`config.mk`:
```
export PLATFORM = sky130hd
export DESIGN_NAME = harmonic_alias_folder_unit
export DESIGN_NICKNAME = d
export VERILOG_FILES = /design/src/rtl/haf_pkg.sv /design/src/rtl/haf_regs.sv /design/src/rtl/haf_div.sv /design/src/rtl/harmonic_alias_folder_unit.sv
export SDC_FILE = /design/constraint.sdc
export NUM_CORES = 1
export LEC_CHECK = 0
export ABC_AREA = 1
export BUFFER_PORTS_ARGS = -buffer_cell sky130_fd_sc_hd__buf_2
export CAP_MARGIN = 10
export CORE_MARGIN = 5
export CORE_UTILIZATION = 55
export DETAILED_ROUTE_END_ITERATION = 7
export PLACE_DENSITY = 0.77
export SETUP_SLACK_MARGIN = 0.1
export SLEW_MARGIN = 20
export SYNTH_ARGS = -nofsm -noshare
export SYNTH_HDL_FRONTEND = slang
export SYNTH_SLANG_ARGS = --single-unit
```
`constraint.sdc`:
```
create_clock -name clk -period 5.8 [get_ports clk]
set_input_delay 1.16 -clock clk [delete_from_list [all_inputs] [get_ports clk]]
set_output_delay 1.16 -clock clk [all_outputs]
set_load 0.02 [all_outputs]
```
`src/rtl/haf_pkg.sv`:
```
// ----------------------------------------------------------------------------
// haf_pkg
// Shared widths, register map, configuration, divider and state types for the
// harmonic alias folder.
// ----------------------------------------------------------------------------
package haf_pkg;

	localparam int MAX_PARTIALS = 64;
	localparam int RESULT_LIMIT = 64;

	localparam int FUND_W   = 24;
	localparam int SRATE_W  = 24;
	localparam int NPART_W  = 7;
	localparam int RATE_W   = 16;
	localparam int FREQ_W   = 30;
	localparam int NY_W     = 31;
	localparam int SRATE_SH = 7;

	localparam int DIV_W     = 31;
	localparam int DIV_CNT_W = $clog2(DIV_W);

	localparam int ADDR_W  = 4;
	localparam int DATA_W  = 32;
	localparam int REG_IDX_W = 2;

	localparam logic [REG_IDX_W-1:0] REG_FUND  = 2'd0;
	localparam logic [REG_IDX_W-1:0] REG_SRATE = 2'd1;
	localparam logic [REG_IDX_W-1:0] REG_NPART = 2'd2;

	localparam logic [FUND_W-1:0]  FUND_RST  = 24'd112640;
	localparam logic [SRATE_W-1:0] SRATE_RST = 24'd48000;
	localparam logic [NPART_W-1:0] NPART_RST = 7'd16;

	typedef struct packed {
		logic [FUND_W-1:0]  fund;
		logic [SRATE_W-1:0] srate;
		logic [NPART_W-1:0] nparts;
	} cfg_t;

	typedef struct packed {
		logic             done;
		logic [DIV_W-1:0] quot;
		logic [DIV_W-1:0] rem;
	} div_rsp_t;

	typedef enum logic [4:0] {
		ST_IDLE    = 5'b00001,
		ST_NY_WAIT = 5'b00010,
		ST_PART    = 5'b00100,
		ST_FOLD    = 5'b01000,
		ST_EMIT    = 5'b10000
	} state_t;

endpackage

```
`src/rtl/haf_regs.sv`:
```
// ----------------------------------------------------------------------------
// haf_regs
// APB register file: fundamental, sample rate and partial count.
// ----------------------------------------------------------------------------
module haf_regs (
	input  logic                        clk,
	input  logic                        arst_n,
	input  logic                        psel,
	input  logic                        penable,
	input  logic                        pwrite,
	input  logic [haf_pkg::ADDR_W-1:0]  paddr,
	input  logic [haf_pkg::DATA_W-1:0]  pwdata,
	output logic [haf_pkg::DATA_W-1:0]  prdata,
	output logic                        pready,
	output haf_pkg::cfg_t               cfg
);

	logic [haf_pkg::REG_IDX_W-1:0] idx;
	logic                          wr_en;
	haf_pkg::cfg_t                 cfg_q;

	assign idx    = paddr[haf_pkg::ADDR_W-1:2];
	assign wr_en  = psel & penable & pwrite;
	assign pready = 1'b1;
	assign cfg    = cfg_q;

	always_ff @(posedge clk or negedge arst_n) begin
		if (!arst_n) begin
			cfg_q.fund   <= haf_pkg::FUND_RST;
			cfg_q.srate  <= haf_pkg::SRATE_RST;
			cfg_q.nparts <= haf_pkg::NPART_RST;
		end else if (wr_en) begin
			unique case (idx)
				haf_pkg::REG_FUND:  cfg_q.fund   <= pwdata[haf_pkg::FUND_W-1:0];
				haf_pkg::REG_SRATE: cfg_q.srate  <= pwdata[haf_pkg::SRATE_W-1:0];
				haf_pkg::REG_NPART: cfg_q.nparts <= pwdata[haf_pkg::NPART_W-1:0];
				default: ;
			endcase
		end
	end

	always_comb begin
		unique case (idx)
			haf_pkg::REG_FUND:  prdata = haf_pkg::DATA_W'(cfg_q.fund);
			haf_pkg::REG_SRATE: prdata = haf_pkg::DATA_W'(cfg_q.srate);
			haf_pkg::REG_NPART: prdata = haf_pkg::DATA_W'(cfg_q.nparts);
			default:            prdata = '0;
		endcase
	end

endmodule

```
`src/rtl/haf_div.sv`:
```
// ----------------------------------------------------------------------------
// haf_div
// Bit-serial restoring divider: one quotient bit per cycle, shared between
// the Nyquist division and the per-partial folding modulo.
// ----------------------------------------------------------------------------
module haf_div (
	input  logic                       clk,
	input  logic                       arst_n,
	input  logic                       start,
	input  logic [haf_pkg::DIV_W-1:0]  dividend,
	input  logic [haf_pkg::DIV_W-1:0]  divisor,
	output haf_pkg::div_rsp_t          rsp
);

	logic                             busy_q;
	logic                             done_q;
	logic [haf_pkg::DIV_CNT_W-1:0]    cnt_q;
	logic [haf_pkg::DIV_W-1:0]        quo_q;
	logic [haf_pkg::DIV_W-1:0]        rem_q;
	logic [haf_pkg::DIV_W-1:0]        dvs_q;
	logic [haf_pkg::DIV_W:0]          trial;
	logic [haf_pkg::DIV_W:0]          diff;
	logic                             ge;
	logic [haf_pkg::DIV_W-1:0]        rem_nxt;

	// shift the next dividend bit into the partial remainder, try a subtract
	assign trial   = {rem_q, quo_q[haf_pkg::DIV_W-1]};
	assign diff    = trial - {1'b0, dvs_q};
	assign ge      = trial >= {1'b0, dvs_q};
	assign rem_nxt = ge ? diff[haf_pkg::DIV_W-1:0] : trial[haf_pkg::DIV_W-1:0];

	assign rsp.done = done_q;
	assign rsp.quot = quo_q;
	assign rsp.rem  = rem_q;

	always_ff @(posedge clk or negedge arst_n) begin
		if (!arst_n) begin
			busy_q <= 1'b0;
			done_q <= 1'b0;
			cnt_q  <= '0;
		end else begin
			done_q <= 1'b0;
			if (start) begin
				busy_q <= 1'b1;
				cnt_q  <= haf_pkg::DIV_CNT_W'(haf_pkg::DIV_W - 1);
			end else if (busy_q) begin
				if (cnt_q == '0) begin
					busy_q <= 1'b0;
					done_q <= 1'b1;
				end else begin
					cnt_q <= cnt_q - 1'b1;
				end
			end
		end
	end

	always_ff @(posedge clk) begin
		if (start) begin
			quo_q <= dividend;
			rem_q <= '0;
			dvs_q <= divisor;
		end else if (busy_q) begin
			rem_q <= rem_nxt;
			quo_q <= {quo_q[haf_pkg::DIV_W-2:0], ge};
		end
	end

endmodule

```
`src/rtl/harmonic_alias_folder_unit.sv`:
```
// ----------------------------------------------------------------------------
// harmonic_alias_folder_unit
// Folds the harmonics of a fundamental about the Nyquist of a decimated rate.
// ----------------------------------------------------------------------------
// Usage:
//   Set the fundamental, the sample rate and the partial count over the APB
//   port (byte addresses 0, 4, 8) while the block is idle. Each item on the
//   input channel carries a decimation rate; the block answers with one
//   result item per partial 1..n in ascending order, last set on the final
//   one. A zero rate gives one error item (status 1, last 1, rest zero).
//   The Nyquist division starts when the item is accepted; each partial
//   then passes a decision state, a shared division when it lies above a
//   nonzero Nyquist, and an emit state. The one bit-serial divider yields
//   one quotient bit per cycle and is shared by every division.
//   One item is worked on at a time; in_ready is high only while idle.
//   A finished result sits in the output register; if the receiver stalls,
//   the next partial is computed and then held until the register frees up.
//   Reset clears the state machine and out_valid and restores the register
//   reset values (fundamental 440 Hz, 48 kHz, 16 partials).
// ----------------------------------------------------------------------------
module harmonic_alias_folder_unit #(
	parameter int MAX_PARTIALS = haf_pkg::MAX_PARTIALS
) (
	input  logic                          clk,
	input  logic                          arst_n,
	// configuration
	input  logic                          psel,
	input  logic                          penable,
	input  logic                          pwrite,
	input  logic [haf_pkg::ADDR_W-1:0]    paddr,
	input  logic [haf_pkg::DATA_W-1:0]    pwdata,
	output logic [haf_pkg::DATA_W-1:0]    prdata,
	output logic                          pready,
	// input channel
	input  logic                          in_valid,
	output logic                          in_ready,
	input  logic [haf_pkg::RATE_W-1:0]    dec_factor,
	// output channel
	output logic                          out_valid,
	input  logic                          out_ready,
	output logic [haf_pkg::NPART_W-1:0]   harm_idx,
	output logic [haf_pkg::FREQ_W-1:0]    harm_freq,
	output logic [haf_pkg::NY_W-1:0]      fold_freq,
	output logic                          folded,
	output logic [haf_pkg::NY_W-1:0]      ny_freq,
	output logic                          status,
	output logic                          last
);

	// partial count limit: the smaller of the parameter and the result limit
	localparam int PART_LIMIT_I = (MAX_PARTIALS < haf_pkg::RESULT_LIMIT) ?
		MAX_PARTIALS : haf_pkg::RESULT_LIMIT;
	localparam logic [haf_pkg::NPART_W-1:0] PART_LIMIT =
		haf_pkg::NPART_W'(PART_LIMIT_I);

	haf_pkg::cfg_t     cfg;
	haf_pkg::div_rsp_t div_rsp;
	haf_pkg::state_t   state_q;

	logic                          div_start;
	logic [haf_pkg::DIV_W-1:0]     div_dividend;
	logic [haf_pkg::DIV_W-1:0]     div_divisor;

	// per-item working registers
	logic [haf_pkg::NY_W-1:0]      ny_q;
	logic [haf_pkg::FREQ_W-1:0]    f_q;
	logic [haf_pkg::NPART_W-1:0]   k_q;
	logic [haf_pkg::NPART_W-1:0]   n_q;
	logic [haf_pkg::FUND_W-1:0]    fund_q;
	logic [haf_pkg::NY_W-1:0]      alias_q;
	logic                          fold_q;
	logic                          err_q;

	// output register
	logic                          out_valid_q;
	logic [haf_pkg::NPART_W-1:0]   pnum_q;
	logic [haf_pkg::FREQ_W-1:0]    ofreq_q;
	logic [haf_pkg::NY_W-1:0]      afreq_q;
	logic                          ofold_q;
	logic [haf_pkg::NY_W-1:0]      nyout_q;
	logic                          stat_q;
	logic                          last_q;

	logic                          in_acc;
	logic                          out_free;
	logic                          emit_fire;
	logic                          f_above;
	logic                          pend_last;
	logic [haf_pkg::NPART_W-1:0]   n_clamp;
	logic [haf_pkg::FREQ_W-1:0]    f_next;
	logic [haf_pkg::NY_W-1:0]      fold_val;

	haf_regs u_regs (
		.clk     (clk),
		.arst_n  (arst_n),
		.psel    (psel),
		.penable (penable),
		.pwrite  (pwrite),
		.paddr   (paddr),
		.pwdata  (pwdata),
		.prdata  (prdata),
		.pready  (pready),
		.cfg     (cfg)
	);

	haf_div u_div (
		.clk      (clk),
		.arst_n   (arst_n),
		.start    (div_start),
		.dividend (div_dividend),
		.divisor  (div_divisor),
		.rsp      (div_rsp)
	);

	assign in_ready  = (state_q == haf_pkg::ST_IDLE);
	assign in_acc    = in_valid & in_ready;
	assign out_free  = ~out_valid_q | out_ready;
	assign emit_fire = (state_q == haf_pkg::ST_EMIT) & out_free;

	// clamp the partial count to 1..limit
	assign n_clamp = (cfg.nparts == '0) ? haf_pkg::NPART_W'(1) :
		(cfg.nparts > PART_LIMIT) ? PART_LIMIT : cfg.nparts;

	assign f_above   = {1'b0, f_q} > ny_q;
	assign pend_last = err_q | (k_q == n_q);
	assign f_next    = f_q + haf_pkg::FREQ_W'(fund_q);

	// odd quotient folds back down from Nyquist, even keeps the remainder
	assign fold_val = div_rsp.quot[0] ? (ny_q - div_rsp.rem) : div_rsp.rem;

	// Nyquist division on accept, folding modulo per partial
	assign div_start = (in_acc & (dec_factor != '0)) |
		((state_q == haf_pkg::ST_PART) & f_above & (ny_q != '0));
	assign div_dividend = (state_q == haf_pkg::ST_IDLE) ?
		{cfg.srate, haf_pkg::SRATE_SH'(0)} : haf_pkg::DIV_W'(f_q);
	assign div_divisor = (state_q == haf_pkg::ST_IDLE) ?
		haf_pkg::DIV_W'(dec_factor) : ny_q;

	always_ff @(posedge clk or negedge arst_n) begin
		if (!arst_n) begin
			state_q     <= haf_pkg::ST_IDLE;
			out_valid_q <= 1'b0;
		end else begin
			// load on emit, drop once the receiver takes the item
			out_valid_q <= emit_fire | (out_valid_q & ~out_ready);
			unique case (state_q)
				haf_pkg::ST_IDLE: begin
					if (in_acc) begin
						if (dec_factor == '0) begin
							state_q <= haf_pkg::ST_EMIT;
						end else begin
							state_q <= haf_pkg::ST_NY_WAIT;
						end
					end
				end
				haf_pkg::ST_NY_WAIT: begin
					if (div_rsp.done) begin
						state_q <= haf_pkg::ST_PART;
					end
				end
				haf_pkg::ST_PART: begin
					if (f_above && ny_q != '0) begin
						state_q <= haf_pkg::ST_FOLD;
					end else begin
						state_q <= haf_pkg::ST_EMIT;
					end
				end
				haf_pkg::ST_FOLD: begin
					if (div_rsp.done) begin
						state_q <= haf_pkg::ST_EMIT;
					end
				end
				haf_pkg::ST_EMIT: begin
					if (out_free) begin
						state_q <= pend_last ? haf_pkg::ST_IDLE : haf_pkg::ST_PART;
					end
				end
				default: state_q <= haf_pkg::ST_IDLE;
			endcase
		end
	end

	// datapath registers: no reset needed
	always_ff @(posedge clk) begin
		case (state_q)
			haf_pkg::ST_IDLE: begin
				if (in_acc) begin
					fund_q  <= cfg.fund;
					f_q     <= (dec_factor == '0) ? '0 : haf_pkg::FREQ_W'(cfg.fund);
					k_q     <= (dec_factor == '0) ? '0 : haf_pkg::NPART_W'(1);
					n_q     <= n_clamp;
					err_q   <= (dec_factor == '0);
					alias_q <= '0;
					fold_q  <= 1'b0;
					if (dec_factor == '0) begin
						ny_q <= '0;
					end
				end
			end
			haf_pkg::ST_NY_WAIT: begin
				if (div_rsp.done) begin
					ny_q <= div_rsp.quot;
				end
			end
			haf_pkg::ST_PART: begin
				// at or below Nyquist passes; zero Nyquist folds to zero
				alias_q <= f_above ? '0 : haf_pkg::NY_W'(f_q);
				fold_q  <= f_above;
			end
			haf_pkg::ST_FOLD: begin
				if (div_rsp.done) begin
					alias_q <= fold_val;
				end
			end
			haf_pkg::ST_EMIT: begin
				if (out_free) begin
					pnum_q  <= k_q;
					ofreq_q <= f_q;
					afreq_q <= alias_q;
					ofold_q <= fold_q;
					nyout_q <= ny_q;
					stat_q  <= err_q;
					last_q  <= pend_last;
					k_q     <= k_q + 1'b1;
					f_q     <= f_next;
				end
			end
			default: ;
		endcase
	end

	assign out_valid = out_valid_q;
	assign harm_idx  = pnum_q;
	assign harm_freq = ofreq_q;
	assign fold_freq = afreq_q;
	assign folded    = ofold_q;
	assign ny_freq   = nyout_q;
	assign status    = stat_q;
	assign last      = last_q;

endmodule

```
==> results of run 1 <==
[worst max-delay path, delay by kind of cell, from the launching register on]
kind | cells | cell delay, ns
AND/OR/NAND/NOR | 7 | 1.83
buffers and inverters | 3 | 1.23
flip-flops | 1 | 0.60
adder cells (fa/ha/maj) | 1 | 0.29
[synth_stat cells, types with 14 or more instances]
cell      count  area (sq um)
dfrtp_1      54          1351
nor2_1      270          1013
a21oi_1     151         755.7
clkbuf_1     48         180.2
o21ai_0     211          1056
ha_1        118          1476
dfxtp_1      31         620.6
o21ai_1      19         95.09
nor3_1       24         120.1
nand4_1      43         269.0
edfxtp_1    296          8889
xor2_1       21         183.9
nand2_1     833          3127
nand3_1     145         725.7
dfstp_2      14         367.9
inv_1       441          1655
xnor2_1      19         166.4
buf_2        15         75.07
[per-stage QoR]
stage | setup slack [ns] | hold slack (ns) | utilization | area, sq um | cells
2_1_floorplan | 1.403 | 0.4003 | - | 23020 | 2873
3_3_place_gp | 1.633 | 0.4007 | 0.5854 | 24390 | 3528
3_5_place_dp | 1.513 | 0.4045 | 0.5854 | 24390 | 3528
4_1_cts | 1.482 | 0.4156 | 0.6212 | 25880 | 3610
5_1_grt | 1.226 | 0.4203 | 0.6212 | 25880 | 3610
6_report | 1.457 | 0.4138 | 0.6212 | 25880 | 3610
[layer usage]
metal  global-route usage  up-vias
li1                     -     9668
met5                    0        -
met2               0.5241      903
met4               0.1366        0
met1               0.3949     9430
met3              0.04532      177
[cell type report]
type / instances / share of cell area
repair buffers: 199 / 0.04119
inverters: 448 / 0.06497
well taps: 539 / 0.02606
flip-flops and latches: 395 / 0.4338
clock inverters: 21 / 0.007445
clock buffers: 61 / 0.05018
multi-input cells: 1947 / 0.3763
[power groups by stage]
stage | sequential (uW) | clock (uW) | combinational, uW
final | 4690 | 2840 | 4520
after global routing | 4740 | 3000 | 5020
after CTS | 4680 | 2860 | 4450
after detailed placement | 4730 | 0 | 4420
after global placement | 4700 | 0 | 4320
after floorplan | 4400 | 0 | 3160
[cells in the final DEF (no fill, tap or decap), types with 5 or more instances in the layout]
| cell type | n |
|---|---|
| and2_1 | 8 |
| xnor2_1 | 19 |
| a21o_1 | 9 |
| inv_2 | 5 |
| dfstp_2 | 14 |
| clkbuf_1 | 7 |
| dfxtp_1 | 31 |
| conb_1 | 9 |
| inv_1 | 441 |
| nand2_1 | 833 |
| ha_1 | 118 |
| o21ai_0 | 211 |
| edfxtp_1 | 296 |
| nand3_1 | 145 |
| o221ai_1 | 7 |
| nor3_1 | 24 |
| dfrtp_1 | 54 |
| nand4_1 | 43 |
| xor2_1 | 21 |
| clkbuf_16 | 47 |
| clkbuf_8 | 7 |
| o21ai_1 | 19 |
| clkinv_2 | 6 |
| o22ai_1 | 13 |
| buf_4 | 22 |
| a21oi_1 | 150 |
| clkinv_1 | 9 |
| nor2_1 | 268 |
| buf_2 | 176 |
[cell families (layout without fill, tap and decap cells)]
group,after synthesis,in the layout
xor gates and xnor gates,40,40
DFF,395,395
other,2,9
buffers and inverters,531,729
adders and majority gates,121,121
AOI/OAI and AO/OA,431,431
and+or+nand+nor,1346,1346
[worst paths after layout]
kind	from	endpoint	slack, ns	depth (start not counted)
min reg2reg	alias_q[15]$_DFFE_PP_	fold_freq[15]$_DFFE_PP_	0.41	0
min in group asynchronous	arst_n	u_regs.cfg[50]$_DFFE_PN0P_	0.79	2
max reg2reg	ny_q[21]$_SDFFCE_PN0P_	u_div.dvs_q[27]$_SDFFCE_PP0N_	1.46	11
max in group asynchronous	arst_n	u_div.cnt_q[3]$_DFFE_PN0P_	4.37	2
min	alias_q[15]$_DFFE_PP_	fold_freq[15]$_DFFE_PP_	0.41	0
max	ny_q[21]$_SDFFCE_PN0P_	u_div.dvs_q[27]$_SDFFCE_PP0N_	1.46	11
[flip-flops by register name (all words and copies together), names as in the netlist, 5 cells and up]
register and cells:
fold_freq 31, f_q 30, k_q 7, state_q 5, ny_q 31, fund_q 24
u_div.dvs_q 31, harm_idx 7, u_regs.cfg 55, harm_freq 30, u_div.rem_q 31, ny_freq 31
u_div.quo_q 31, alias_q 31, n_q 7, u_div.cnt_q 5
==> impl_metrics.tcl, run 1 <==
set metrics [dict create \
    clkPwrFrac 0.236 \
    fillerInstances 3627 \
    comb_power_share 0.375 \
    seq_area_sq_mm 0.01123 \
    track_usage 0.3085 \
    outcome "complete, no violations" \
    io_pins 196 \
    cts_root_buf "clkbuf_16" \
    path_clk_slew_ns 0.06 \
    antenna_found_initial 0 \
    post-route-period-util 0.7487 \
    synth_flop_cell "edfxtp_1" \
    ctsLongestPathBuffers 3 \
    synth_edf_count 296 \
    critPathKind "reg2reg" \
    worstPathArrival_ns 4.56 \
    grt_overflow_total 0 \
    io_buffers 176 \
    finalWirelength_microns 72960 \
    worstPathMaxFanout 56 \
    crit_required_ns 6.02 \
    rsz0062_at_grt "false" \
    cts_resized 0 \
    setup_viol 0 \
    dr_wl_met3_microns 5318 \
    initial_core_util 0.5517 \
    cts_max_level 2 \
    nets 3215 \
    cts_tree "built" \
    multi_input_area_sq_mm 0.009739 \
    synthDistinctLibCells 48 \
    critPathSlowestCell "nand4_2" \
    cts_sinks 395 \
    synth_fa_ha_area_frac 0.06684 \
    min_path_type "reg2reg" \
    cts_hold_buf 0 \
    synth_top_family_by_area "simple AND/OR/NAND/NOR gates" \
    grt_pass1_vias 19450 \
    async_reset_ff_frac 0.1722 \
    fp.dieW_microns 214.4 \
    endpoint_kind "flip-flop" \
    net-switching-power_uw 5022 \
    ir_drop_mv 0.3017 \
    drtIter0Drc 2014 \
    core-area_sq_mm 0.04167 \
    synth_seq_cells 395 \
    via_count 20180 \
    final_hold_viol_count 0 \
    p_per_area_mw_per_mm2 465.3 \
    cp_common_cell "nand2_1" \
    area_growth_pct 12.58 \
    first_pass_iters 6 \
    sw_frac_of_total 0.4171 \
    wl_met2_microns 35020 \
    cts_setup_buffers 0 \
    via_per_inst 5.589 \
    fin_skew_ns 0.01905 \
    max_slew_margin 0.2375 \
    synthMuxAreaShare 0 \
    startpoint_type "flip-flop" \
    grt_pass1_wl_microns 111400 \
    die-height_microns 214.4 \
    grt_max_degree 79 \
    slew_violations 0 \
    postSynthCellCount 2866 \
    cap_viol_max_count 0 \
    wl_met1_microns 29050 \
    cts_buffers 44 \
    synth-simple-area-share 0.2391 \
    hpwl_microns 56310 \
    synth_seq_area_share 0.4884 \
    detail_route.wl_per_cell_microns 20.21 \
    finalSetupTns_ns 0 \
    critPathMaxStageDelay_ns 0.65 \
    total_power_uw 12040 \
    syn_area_per_cell_sq_um 8.021 \
    synth_compound_area_frac 0.09911 \
    tightest_slew_ns 1.141 \
    clkLatencyLatePin_ns 0.60 \
    dieArea_sq_mm 0.04598 \
    drc 0 \
    fp-row-count 75 \
    ant_nets 0 \
    place.gp.congestion 0.9858 \
    layout-drive-gt1-share 0.09964 \
    fin_crit_ns 4.343 \
    netlist_area_sq_mm 0.02299 \
    top_layer "met4" \
    pwr-share-seq 0.389 \
    internal_power_uw 7019 \
    crit_chain "inv_1 > ha_1 > nand2_1 > nor3_1 > and2_1 > nand2_1 > nand2_1 > nand4_2 > nand2_4 > buf_4 > buf_4" \
    power.leakage_uw 0.01202 \
    n_antenna_cell 0 \
    fmax_mhz 230.3 \
    synth-xor-area-share 0.01524 \
    ys_warn_count 0 \
]
Note: power is estimated with default switching activity, not from simulation.
==> run 2: changes to the inputs <==
clock period = 3.8 ns   (was 5.8 ns; I/O delays follow)
==> impl_metrics.tcl, run 2 (same netlist as run 1, synthesis figures left out) <==
set metrics [dict create \
    outcome "complete, no violations" \
    fin_crit_ns 3.150 \
    path_clk_slew_ns 0.06 \
    drtIter0Drc 2204 \
    fin_area_sq_mm 0.02602 \
    cap_viol_max_count 0 \
    first_pass_iters 6 \
    grt_max_degree 76 \
    fp.dieW_microns 214.4 \
    cts_setup_buffers 0 \
    critPathLaunch "f_q[17]$_DFFE_PP_" \
    fp-row-count 75 \
    pre_cts_slack_ns 0.6859 \
    ir_drop_mv 0.4450 \
    cts_max_level 2 \
    grt-busiest-layer "met2" \
    p_per_area_mw_per_mm2 712.9 \
    initial_core_util 0.5517 \
    grt_overflow_total 0 \
    cts_tree "built" \
    tightest_slew_ns 0.9095 \
    rrSetupSlack_ns 0.65 \
    track_usage 0.3160 \
    cts_hold_buf 0 \
    slew_violations 0 \
    worstPathArrival_ns 3.39 \
    area_growth_pct 13.20 \
    post-route-period-util 0.8289 \
    critPathMaxStageDelay_ns 0.57 \
    nets 3238 \
    r2r-end "u_div.quo_q[26]$_DFFE_PP_" \
    ant_nets 0 \
    via_count 20440 \
    core-area_sq_mm 0.04167 \
    hpwl_microns 57530 \
    die-height_microns 214.4 \
    fmax_mhz 317.5 \
    crit_cells 13 \
    ctsLongestPathBuffers 3 \
    comb_power_share 0.386 \
    cts_sinks 395 \
    regToRegStartpoint "f_q[17]$_DFFE_PP_" \
    setup_viol 0 \
    layout_common_cells "833 x nand2_1, 441 x inv_1, 296 x edfxtp_1" \
    cts_buffers 42 \
    pwr-share-seq 0.385 \
    rsz0062_at_grt "false" \
    layout-drive-gt1-share 0.1059 \
    fin_skew_ns 0.01867 \
    crit_end "u_div.quo_q[26]$_DFFE_PP_" \
    detail_route.wl_per_cell_microns 20.56 \
    cts_root_buf "clkbuf_16" \
    internal_power_uw 10840 \
    startpoint_type "flip-flop" \
    critPathSlowestCell "edfxtp_1" \
    power.leakage_uw 0.01211 \
    placed_area_sq_mm 0.02460 \
    fin_ws_ns 0.6502 \
    drc 0 \
    grtUsageMet3 0.04546 \
    path_buf_inv 3 \
    clkPwrFrac 0.229 \
    net-switching-power_uw 7717 \
    critPathKind "reg2reg" \
    io_pins 196 \
    crit_required_ns 4.04 \
    io_buffers 176 \
    n_antenna_cell 0 \
    finalWirelength_microns 74590 \
    final_common_cell "nand2_1" \
    path_delay_family "simple AND/OR/NAND/NOR gates" \
    finalSetupTns_ns 0 \
    via_per_inst 5.633 \
    final_hold_viol_count 0 \
    min_path_type "in2async" \
    crit_chain "ha_1 > nand2_1 > inv_1 > nand3_1 > nor3_1 > and2_1 > nand2_1 > nand2_1 > nand4_2 > nand2_4 > inv_1 > nand2_1 > buf_4" \
    grt_use_met1 0.4006 \
    grt_pass1_vias 19810 \
    met2_usage 0.5574 \
    cp_common_cell "nand2_1" \
    sw_frac_of_total 0.4159 \
    endpoint_kind "flip-flop" \
    clkLatencyLatePin_ns 0.57 \
    max_slew_margin 0.3937 \
    place.gp.congestion 0.9945 \
    ff2ff_path_depth 13 \
    cts_resized 0 \
    grt_pass1_wl_microns 114200 \
    largest_reg_flops 55 \
    worstPathMaxFanout 22 \
    antenna_found_initial 0 \
    dieArea_sq_mm 0.04598 \
]
[run 2: cell types whose count changed in the layout (fill, tap and decap cells not counted), sizes merged]
cell,before,now
inv,450,449
clkbuf,61,58
clkinv,17,11
buf,199,224
bufinv,1,4
[run 2: worst min path at each step]
stage,start,to,depth (start not counted)
floorplan,alias_q[0]$_DFFE_PP_,fold_freq[0]$_DFFE_PP_,0
CTS,arst_n,u_regs.cfg[26]$_DFFE_PN0P_,2
global route,alias_q[21]$_DFFE_PP_,fold_freq[21]$_DFFE_PP_,0
finish,arst_n,u_regs.cfg[28]$_DFFE_PN0P_,2
global placement,alias_q[16]$_DFFE_PP_,fold_freq[16]$_DFFE_PP_,0
detailed placement,alias_q[14]$_DFFE_PP_,fold_freq[14]$_DFFE_PP_,0
[run 2: final cells by class]
cell class | count | area, sq um
well taps | 539 | 674.4
repair buffers | 224 | 1279
multi-input cells | 1947 | 9739
inverters | 448 | 1682
fillers | 3620 | 15640
clock buffers | 58 | 1214
clock inverters | 17 | 207.7
flip-flops and latches | 395 | 11230
[run 2: layer usage]
| metal | part of all wire | vias to the layer above | wire length [microns] |
|---|---|---|---|
| met1 | 0.39 | 9600 | 28890 |
| met4 | 0.038 | 0 | 2811 |
| met3 | 0.078 | 163 | 5855 |
| met2 | 0.50 | 986 | 37030 |
| li1 | - | 9687 | - |
| met5 | 0 | - | 0 |
[run 2: power groups by stage]
stage	Sequential [uW]	Combinational, uW	Clock (uW)
after detailed placement	7190	6960	0
after floorplan	6710	4820	0
after global placement	7150	6770	0
after CTS	7120	7040	4270
final	7140	7170	4240
after global routing	7200	7920	4490
[run 2: through the flow]
step | utilization | instances | total power, uW | hold WS, ns
floorplan | - | 2873 | 11540 | 0.4003
global placement | 0.5905 | 3553 | 13920 | 0.4008
detailed placement | 0.5905 | 3553 | 14140 | 0.4045
CTS | 0.6246 | 3628 | 18430 | 0.4187
global route | 0.6246 | 3628 | 19620 | 0.4256
finish | 0.6246 | 3628 | 18550 | 0.3952
